===== src/hw/rtl/pcot_pkg.sv =====
package pcot_pkg;

  // Default table size.
  localparam int MaxPeersDef = 8;

  // Field widths.
  localparam int TimeW  = 32;
  localparam int NumW   = 8;
  localparam int Cfg16W = 16;

  // Stream payload widths and output bit positions.
  localparam int InDataW      = 144;
  localparam int OutDataW     = 72;
  localparam int OutUsedBit   = 0;
  localparam int OutSyncedBit = 1;
  localparam int OutForceBit  = 66;

  // Configuration port.
  localparam int CfgAddrW = 5;
  localparam int CfgDataW = 32;

  localparam logic [2:0] RegOwnNumber    = 3'd0;
  localparam logic [2:0] RegLowestPeer   = 3'd1;
  localparam logic [2:0] RegHighestPeer  = 3'd2;
  localparam logic [2:0] RegDriftDivider = 3'd3;
  localparam logic [2:0] RegMaxPktDelay  = 3'd4;

  localparam logic [7:0]  OwnNumberRst    = 8'd1;
  localparam logic [7:0]  LowestPeerRst   = 8'd1;
  localparam logic [7:0]  HighestPeerRst  = 8'd6;
  localparam logic [15:0] DriftDividerRst = 16'd1000;
  localparam logic [15:0] MaxPktDelayRst  = 16'd100;

  // One table entry as it sits in the memory.
  typedef struct packed {
    logic [31:0] offset;
    logic [31:0] round_trip;
    logic [31:0] sync_time;
  } entry_t;

  localparam int EntryW = $bits(entry_t);

  // Request to the serial divider.
  typedef struct packed {
    logic        start;
    logic [31:0] dividend;
    logic [15:0] divisor;
  } div_req_t;

endpackage


===== src/hw/rtl/pcot_ram.sv =====
module pcot_ram #(
  parameter int Width = 8,
  parameter int Depth = 8,
  localparam int AddrW = (Depth > 1) ? $clog2(Depth) : 1
) (
  input  logic                     clk,
  input  logic                     we,
  input  logic [AddrW-1:0]         waddr,
  input  logic [Width-1:0]         wdata,
  input  logic                     re,
  input  logic [AddrW-1:0]         raddr,
  output logic [Width-1:0]         rdata
);

  logic [Width-1:0] mem_r [Depth];
  logic [Width-1:0] rdata_r;

  // Single write port, registered read port.
  always_ff @(posedge clk) begin
    if (we) begin
      mem_r[waddr] <= wdata;
    end
    if (re) begin
      rdata_r <= mem_r[raddr];
    end
  end

  assign rdata = rdata_r;

endmodule


===== src/hw/rtl/pcot_div.sv =====
module pcot_div (
  input  logic                clk,
  input  logic                rst_n,
  input  pcot_pkg::div_req_t  req,
  output logic                done,
  output logic [31:0]         quotient
);

  localparam int Steps = 32;
  localparam int CntW  = $clog2(Steps + 1);

  logic [15:0]     divisor_r;
  logic [15:0]     rem_r;
  logic [31:0]     quo_r;
  logic [CntW-1:0] cnt_r;
  logic            busy_r;
  logic [16:0]     trial;
  logic            fits;

  // Restoring division, one quotient bit per cycle. A zero divisor always
  // fits, so the quotient comes out as all ones.
  assign trial = {rem_r, quo_r[31]};
  assign fits  = trial >= {1'b0, divisor_r};

  always_ff @(posedge clk) begin
    if (!rst_n) begin
      busy_r <= 1'b0;
      cnt_r  <= '0;
    end else if (req.start) begin
      busy_r <= 1'b1;
      cnt_r  <= CntW'(Steps);
    end else if (busy_r) begin
      cnt_r <= cnt_r - 1'b1;
      if (cnt_r == CntW'(1)) begin
        busy_r <= 1'b0;
      end
    end
  end

  always_ff @(posedge clk) begin
    if (req.start) begin
      divisor_r <= req.divisor;
      rem_r     <= '0;
      quo_r     <= req.dividend;
    end else if (busy_r) begin
      rem_r <= fits ? 16'(trial - {1'b0, divisor_r}) : trial[15:0];
      quo_r <= {quo_r[30:0], fits};
    end
  end

  assign done     = busy_r && (cnt_r == CntW'(1));
  assign quotient = quo_r;

endmodule


===== src/hw/rtl/peer_clock_offset_tracker.sv =====
// An accepted item passes READ, DIV, CHK1-CHK3, MRG1, MRG2 and DONE before
// out_tvalid; a rejected sender goes straight to DONE. One item is taken at a time;
// the 32-step serial divider for the drift bound takes most of the time per item.
// A stalled output holds the write-back until the result register is free.
// Reset (synchronous, rst_n low) clears the entry valid bits, so every peer
// reads as unsynced, and loads the configuration registers with their defaults.
module peer_clock_offset_tracker #(
  parameter int MAX_PEERS = pcot_pkg::MaxPeersDef
) (
  input  logic                            clk,
  input  logic                            rst_n,
  // Input stream.
  input  logic                            in_tvalid,
  output logic                            in_tready,
  // tdata: sender_number, remote_send_time, local_receive_time,
  // response_receiver, request_origin_time, request_receipt_time
  input  logic [pcot_pkg::InDataW-1:0]    in_tdata,
  // tuser: has_response
  input  logic                            in_tuser,
  // Result stream.
  output logic                            out_tvalid,
  input  logic                            out_tready,
  // tdata: response_used, peer_synced, peer_offset, peer_round_trip,
  // force_request, zero padding
  output logic [pcot_pkg::OutDataW-1:0]   out_tdata,
  // tuser: status
  output logic                            out_tuser,
  // Configuration port.
  input  logic                            cfg_psel,
  input  logic                            cfg_penable,
  input  logic                            cfg_pwrite,
  input  logic [pcot_pkg::CfgAddrW-1:0]   cfg_paddr,
  input  logic [pcot_pkg::CfgDataW-1:0]   cfg_pwdata,
  output logic [pcot_pkg::CfgDataW-1:0]   cfg_prdata,
  output logic                            cfg_pready
);

  localparam int IdxW = (MAX_PEERS > 1) ? $clog2(MAX_PEERS) : 1;

  localparam logic [3:0] S_IDLE = 4'd0;
  localparam logic [3:0] S_READ = 4'd1;
  localparam logic [3:0] S_DIV  = 4'd2;
  localparam logic [3:0] S_CHK1 = 4'd3;
  localparam logic [3:0] S_CHK2 = 4'd4;
  localparam logic [3:0] S_CHK3 = 4'd5;
  localparam logic [3:0] S_MRG1 = 4'd6;
  localparam logic [3:0] S_MRG2 = 4'd7;
  localparam logic [3:0] S_DONE = 4'd8;

  // Configuration registers.
  logic [7:0]  own_r, lowest_r, highest_r;
  logic [15:0] drift_div_r, max_delay_r;
  logic        cfg_wr;

  // Control.
  logic [3:0]           state_r, state_nxt;
  logic [MAX_PEERS-1:0] vld_r;
  logic                 out_valid_r;
  logic [pcot_pkg::OutDataW-1:0] out_data_r;
  logic                 out_user_r;

  // Item fields.
  logic [7:0]      in_sender, in_rcvr;
  logic [31:0]     in_send, in_recv, in_orig, in_rcpt;
  logic [7:0]      sender_diff;
  logic            in_reject;
  logic            accept;
  logic            can_out;

  logic [31:0]     send_r, recv_r, orig_r, rcpt_r;
  logic [7:0]      rcvr_r;
  logic            has_resp_r, reject_r;
  logic [IdxW-1:0] idx_r;

  // Working registers.
  logic [31:0] off_r, rt_r, ts_r, halfrt_r;
  logic [31:0] ta_r, tb_r, total_r, proc_r, sum_r, rtnew_r, half_r;
  logic [31:0] exact_r, bound_r, lo_r, hi_r, lim1_r, mag_r;
  logic        resp_ok_r, used_r, unsync_r, replace_r;

  // Combinational helpers.
  pcot_pkg::entry_t    ram_rdata, ent, new_ent;
  pcot_pkg::div_req_t  div_req;
  logic                div_done;
  logic [31:0]         div_quo;
  logic [31:0]         ts_span, rt_inc, sum_adj, diff, sum2;
  logic                new_synced;

  // Field unpacking.
  assign in_sender = in_tdata[7:0];
  assign in_send   = in_tdata[39:8];
  assign in_recv   = in_tdata[71:40];
  assign in_rcvr   = in_tdata[79:72];
  assign in_orig   = in_tdata[111:80];
  assign in_rcpt   = in_tdata[143:112];

  // Sender range check against the configured window and the table size.
  assign sender_diff = in_sender - lowest_r;
  assign in_reject   = (in_sender < lowest_r) || (in_sender > highest_r) ||
                       (sender_diff >= 8'(MAX_PEERS));

  assign in_tready = (state_r == S_IDLE);
  assign accept    = in_tvalid && in_tready;
  assign can_out   = !out_valid_r || out_tready;

  // Configuration writes and reads.
  assign cfg_wr     = cfg_psel && cfg_penable && cfg_pwrite;
  assign cfg_pready = 1'b1;

  always_ff @(posedge clk) begin
    if (!rst_n) begin
      own_r       <= pcot_pkg::OwnNumberRst;
      lowest_r    <= pcot_pkg::LowestPeerRst;
      highest_r   <= pcot_pkg::HighestPeerRst;
      drift_div_r <= pcot_pkg::DriftDividerRst;
      max_delay_r <= pcot_pkg::MaxPktDelayRst;
    end else if (cfg_wr) begin
      unique case (cfg_paddr[4:2])
        pcot_pkg::RegOwnNumber:    own_r       <= cfg_pwdata[7:0];
        pcot_pkg::RegLowestPeer:   lowest_r    <= cfg_pwdata[7:0];
        pcot_pkg::RegHighestPeer:  highest_r   <= cfg_pwdata[7:0];
        pcot_pkg::RegDriftDivider: drift_div_r <= cfg_pwdata[15:0];
        pcot_pkg::RegMaxPktDelay:  max_delay_r <= cfg_pwdata[15:0];
        default: ;
      endcase
    end
  end

  always_comb begin
    unique case (cfg_paddr[4:2])
      pcot_pkg::RegOwnNumber:    cfg_prdata = {24'd0, own_r};
      pcot_pkg::RegLowestPeer:   cfg_prdata = {24'd0, lowest_r};
      pcot_pkg::RegHighestPeer:  cfg_prdata = {24'd0, highest_r};
      pcot_pkg::RegDriftDivider: cfg_prdata = {16'd0, drift_div_r};
      pcot_pkg::RegMaxPktDelay:  cfg_prdata = {16'd0, max_delay_r};
      default:                   cfg_prdata = '0;
    endcase
  end

  // Entry memory; an entry never written reads as zero through its valid bit.
  pcot_ram #(
    .Width (pcot_pkg::EntryW),
    .Depth (MAX_PEERS)
  ) u_pcot_ram (
    .clk   (clk),
    .we    ((state_r == S_DONE) && can_out && !reject_r),
    .waddr (idx_r),
    .wdata (new_ent),
    .re    (accept),
    .raddr (sender_diff[IdxW-1:0]),
    .rdata (ram_rdata)
  );

  assign ent = vld_r[idx_r] ? ram_rdata : '0;

  // Drift bound: twice the elapsed time since the sync, over the divider.
  assign ts_span          = recv_r - ent.sync_time;
  assign div_req.start    = (state_r == S_READ);
  assign div_req.dividend = {ts_span[30:0], 1'b0};
  assign div_req.divisor  = drift_div_r;

  pcot_div u_pcot_div (
    .clk      (clk),
    .rst_n    (rst_n),
    .req      (div_req),
    .done     (div_done),
    .quotient (div_quo)
  );

  // Sequencer.
  always_comb begin
    state_nxt = state_r;
    unique case (state_r)
      S_IDLE: if (accept) state_nxt = in_reject ? S_DONE : S_READ;
      S_READ: state_nxt = S_DIV;
      S_DIV:  if (div_done) state_nxt = S_CHK1;
      S_CHK1: state_nxt = S_CHK2;
      S_CHK2: state_nxt = S_CHK3;
      S_CHK3: state_nxt = S_MRG1;
      S_MRG1: state_nxt = S_MRG2;
      S_MRG2: state_nxt = S_DONE;
      S_DONE: if (can_out) state_nxt = S_IDLE;
      default: state_nxt = S_IDLE;
    endcase
  end

  // Arithmetic helpers for the working stages.
  assign rt_inc  = ent.round_trip + 32'd1;
  assign sum_adj = sum_r + {31'd0, sum_r[31]};
  assign diff    = half_r - off_r;
  assign sum2    = rtnew_r + lim1_r;

  // Replace the entry or keep it with its sync time possibly cleared.
  always_comb begin
    if (used_r && replace_r) begin
      new_ent.offset     = half_r;
      new_ent.round_trip = rtnew_r;
      new_ent.sync_time  = recv_r;
    end else begin
      new_ent.offset     = off_r;
      new_ent.round_trip = rt_r;
      new_ent.sync_time  = unsync_r ? 32'd0 : ts_r;
    end
  end

  assign new_synced = (new_ent.sync_time != 32'd0);

  // Control registers.
  always_ff @(posedge clk) begin
    if (!rst_n) begin
      state_r     <= S_IDLE;
      vld_r       <= '0;
      out_valid_r <= 1'b0;
    end else begin
      state_r <= state_nxt;
      if ((state_r == S_DONE) && can_out) begin
        out_valid_r <= 1'b1;
        if (!reject_r) begin
          vld_r[idx_r] <= 1'b1;
        end
      end else if (out_tready) begin
        out_valid_r <= 1'b0;
      end
    end
  end

  // Working registers, loaded stage by stage.
  always_ff @(posedge clk) begin
    if (accept) begin
      send_r     <= in_send;
      recv_r     <= in_recv;
      orig_r     <= in_orig;
      rcpt_r     <= in_rcpt;
      rcvr_r     <= in_rcvr;
      has_resp_r <= in_tuser;
      reject_r   <= in_reject;
      idx_r      <= sender_diff[IdxW-1:0];
    end
    if (state_r == S_READ) begin
      off_r     <= ent.offset;
      rt_r      <= ent.round_trip;
      ts_r      <= ent.sync_time;
      halfrt_r  <= {1'b0, rt_inc[31:1]};
      ta_r      <= rcpt_r - orig_r;
      tb_r      <= send_r - recv_r;
      total_r   <= recv_r - orig_r;
      proc_r    <= send_r - rcpt_r;
      resp_ok_r <= has_resp_r && (rcvr_r == own_r) &&
                   (recv_r >= orig_r) && (send_r >= rcpt_r);
    end
    if (state_r == S_CHK1) begin
      exact_r <= recv_r + off_r;
      bound_r <= halfrt_r + div_quo;
      sum_r   <= ta_r + tb_r;
      rtnew_r <= total_r - proc_r;
      used_r  <= resp_ok_r && (proc_r <= total_r);
    end
    if (state_r == S_CHK2) begin
      lo_r   <= exact_r - bound_r - {16'd0, max_delay_r};
      hi_r   <= exact_r + bound_r;
      half_r <= {sum_adj[31], sum_adj[31:1]};
    end
    if (state_r == S_CHK3) begin
      unsync_r <= (ts_r == 32'd0) || (send_r < lo_r) || (send_r > hi_r);
    end
    if (state_r == S_MRG1) begin
      lim1_r <= rt_r + {div_quo[30:0], 1'b0};
      mag_r  <= diff[31] ? (32'd0 - diff) : diff;
    end
    if (state_r == S_MRG2) begin
      replace_r <= unsync_r || (rtnew_r < lim1_r) || ({mag_r[30:0], 1'b0} > sum2);
    end
    if ((state_r == S_DONE) && can_out) begin
      out_user_r <= reject_r;
      if (reject_r) begin
        out_data_r <= '0;
      end else begin
        out_data_r <= {5'd0, !new_synced, new_ent.round_trip, new_ent.offset,
                       new_synced, used_r};
      end
    end
  end

  assign out_tvalid = out_valid_r;
  assign out_tdata  = out_data_r;
  assign out_tuser  = out_user_r;

endmodule


===== config.mk =====
export PLATFORM = sky130hd
export DESIGN_NAME = peer_clock_offset_tracker
export DESIGN_NICKNAME = d
export VERILOG_FILES = /design/src/hw/rtl/pcot_pkg.sv /design/src/hw/rtl/pcot_ram.sv /design/src/hw/rtl/pcot_div.sv /design/src/hw/rtl/peer_clock_offset_tracker.sv
export SDC_FILE = /design/constraint.sdc
export NUM_CORES = 2
export LEC_CHECK = 0
export BUFFER_PORTS_ARGS = -buffer_cell sky130_fd_sc_hd__buf_4
export CAP_MARGIN = 20
export CORE_UTILIZATION = 34
export CTS_BUF_LIST = sky130_fd_sc_hd__clkbuf_4 sky130_fd_sc_hd__clkbuf_8 sky130_fd_sc_hd__clkbuf_16
export CTS_CLUSTER_SIZE = 16
export DETAILED_ROUTE_END_ITERATION = 8
export SLEW_MARGIN = 10
export SYNTH_ARGS = -nofsm -noshare
export SYNTH_HDL_FRONTEND = slang
export SYNTH_HIERARCHICAL = 1
export SYNTH_SLANG_ARGS = --single-unit

===== constraint.sdc =====
create_clock -name clk -period 28.4 [get_ports clk]
set_input_delay 5.68 -clock clk [delete_from_list [all_inputs] [get_ports clk]]
set_output_delay 5.68 -clock clk [all_outputs]
set_load 0.05 [all_outputs]

==> run summary <==
Layout Cell Area excl Fill: 0.104 sq mm
Worst-path fanout max: 22
Post-CTS Setup Repair Bufs: 0
Routed WL per cell: 25.0 um
# setup viols final: 0
Clk root buf: clkbuf_16
Worst Tran Pin Value: 1170 ps
Port Buffers: 256
Residual DRC: 0
Clk slew on worst S/H paths: 60 ps
Cell Area, Synth: 0.0914 sq mm
LEAKAGE: 38.7 nW
First-pass GRT wire length: 395 mm
Outcome: complete, no violations
Post-synth EDFFs: 1666
Total negative slack: 0 ps
IO Pins: 297
Synthesized area per cell: 13.0 sq um
Synth cell types: 95
Detailed-placement wirelength estimate: 205 mm
Clock skew: 85.2 ps
Crit Path Category: in2out
Final Hold Fails: 0
Slowest cell on crit path: nor2b_1
Top delay family on crit path: simple AND/OR/NAND/NOR gates
Max cap viols: 0
Clk sinks: 1758
Utilization after layout: 38.9%
Initial antenna violation count: 39
Synth Area in Simple Gates: 8.85%
Max-slew violations: 0
GP Congestion: 0.966
Hold Path End: u_pcot_div/divisor_r[12]
Synth Area in Compound Gates: 9.95%
Post-route clock period utilization: 44.4%
Longest Clk Path Bufs: 4
Area grow syn2layout: 13.7%
Worst R2R Start: idx_r[2]
Fin crit period: 12610 ps
Place WS: 15090 ps
Synth warn: 6
WP buf/inv: 2
Nets: 8211
Vias in the first global route: 57400
Top post-synthesis cells by area: edfxtp_1, ha_1, mux4_2
Standard-cell rows: 190
Largest family of logic cells by synthesized area: compound AO/OA/AOI/OAI gates
Via count: 59200
Clock Latency Late Sink: 890 ps
RSZ-0062 raised after global routing: no
Final WS setup: 15790 ps
Post-synth top cells: edfxtp_1, ha_1, inv_1, xnor2_1, a21oi_1
Initial Util: 34.2%
Fraction of the yosys area taken by sequential cells: 56.7%
Top-area cell type share of the netlist area: 54.7%
Max-slew headroom: 21.8%
Post-Synthesis Cells: 7015
Worst setup SP type: primary input
Ys flop type: edfxtp_1
Number of synthesized register bits: 1758
Vias per cell: 5.34
Placed inst area: 0.0976 sq mm
Critical path, cell by cell: buf_4 -> nor2b_1 -> a22oi_1 -> o22ai_1 -> buf_4
Mux cell area share after synthesis: 7.35%
Register-to-Register Path Depth: 18
Async set-reset flop share out of synthesis: 0%
Core Area: 0.268 sq mm
Hold Crit Depth: 0
DRT Pass-1 Iters: 8
Crit end category: primary output
Post_cts resized: 0
Cts bufs inserted: 191
DIE WIDTH: 521 um
Area leader, netlist: edfxtp_1
Worst r2r dst: u_pcot_div/quotient[29]
Layout cells sized above 1: 14.6%
Grt ovf: 0
Synth Area in XOR/XNOR: 4.69%
HP Start: drift_div_r[12]
Critical Path RT: 22720 ps
DIE AREA: 0.271 sq mm
Die span in y: 521 um
Adder-cell share of the synthesized area: 9.09%
Delay of the slowest critical-path stage: 460 ps
Final wirelength: 277 mm
Maximum vdd drop: 0.0497 mV
Largest reg by FF count: u_pcot_ram/mem_r
Worst path arrival time: 6930 ps
Cell mode on critical path: buf_4
P per Cell Area: 60.5 mW/mm^2
H-tree Lvls: 4
Largest register FFs: 768
Achievable frequency: 79.3 MHz
Post-CTS Hold Buffers: 0
Type of the worst min-delay path: reg2reg
Post-route ant nets: 0
Most frequent cell after synthesis: edfxtp_1
Global Route Usage Sum: 20.0%
Reg2Reg Setup Slack: 22390 ps
CTS tree: yes
Pin count of the biggest net entering global routing: 161
1st-iter DRT viols: 6372
## report_power, final
part           internal [mW]  switching (mW)  leakage [nW]
Sequential              2.90          0.0799          15.9
Combinational          0.300           0.468          19.6
Clock                   1.49            1.06          3.15
## layout make-up
| cell class | instances | area, sq um |
|---|---|---|
| Tap cell | 3552 | 4440 |
| Multi-Input combinational cell | 4538 | 36700 |
| Fill cell | 25300 | 164000 |
| Inverter | 559 | 2110 |
| Clock buffer | 230 | 5100 |
| Timing Repair Buffer | 328 | 2480 |
| Clock inverter | 112 | 1260 |
| Antenna cell | 8 | 20.0 |
| Sequential cell | 1758 | 51900 |
## logic make-up after synthesis
group | after synthesis
AO/OA/AOI/OAI | 1381
XOR/XNOR | 490
adder cells (fa/ha/maj) | 646
buffers and inverters | 740
flip-flops | 1758
multiplexers | 408
other | 2
AND/OR/NAND/NOR | 1590
## metrics by stage
step	power, mW	hold slack, ps	cells
after global routing	6.49	478	11100
final	6.29	447	11100
after CTS	6.34	448	11100
after global placement	3.78	435	10700
after detailed placement	3.79	434	10700
after floorplan	3.52	424	7036
## placed cells by master (no fill, tap or decap), types with 23 or more instances in the layout
cell type,count
nor2_1,352
o21bai_1,71
mux4_2,192
a31oi_1,41
or3_1,27
nand2_1,342
o21ai_0,246
a21o_1,213
and2_1,95
conb_1,23
fa_1,31
nand3b_1,39
xnor2_1,369
nand4_1,69
nand2b_1,86
edfxtp_1,1666
nor4_1,32
a211oi_1,41
mux2_2,191
nand3_1,119
nor2b_1,168
buf_4,316
clkbuf_16,192
a21oi_1,364
nor3_1,113
clkbuf_4,38
mux2i_1,25
o211ai_1,31
o21a_1,80
o31ai_1,34
ha_1,615
clkinv_2,34
dfxtp_1,92
xor2_1,120
a21boi_0,61
and3_1,58
inv_1,557
## layer usage
layer / GRT usage, % / wire length [um] / up-vias / part of all wire [%]
met5: 0 / 59 / - / 0.021
met4: 9.28 / 14100 / 8 / 5.1
met3: 3.01 / 19100 / 476 / 6.9
met2: 31.3 / 124000 / 2234 / 45
met1: 27.3 / 119000 / 29600 / 43
li1: - / - / 26900 / -
## worst max-delay path by stage
stage | startpoint | slack, ps | end | depth (start not counted)
after floorplan | state_r[2] | 5800 | u_pcot_div/quotient[0] | 5
after global placement | cfg_paddr[3] | 15170 | cfg_prdata[15] | 5
after detailed placement | cfg_paddr[3] | 15090 | cfg_prdata[13] | 5
after CTS | cfg_paddr[3] | 15100 | cfg_prdata[13] | 5
after global routing | cfg_paddr[2] | 15650 | cfg_prdata[2] | 5
final | cfg_paddr[2] | 15790 | cfg_prdata[2] | 5
No activity file was read; power rests on OpenSTA's default activity.
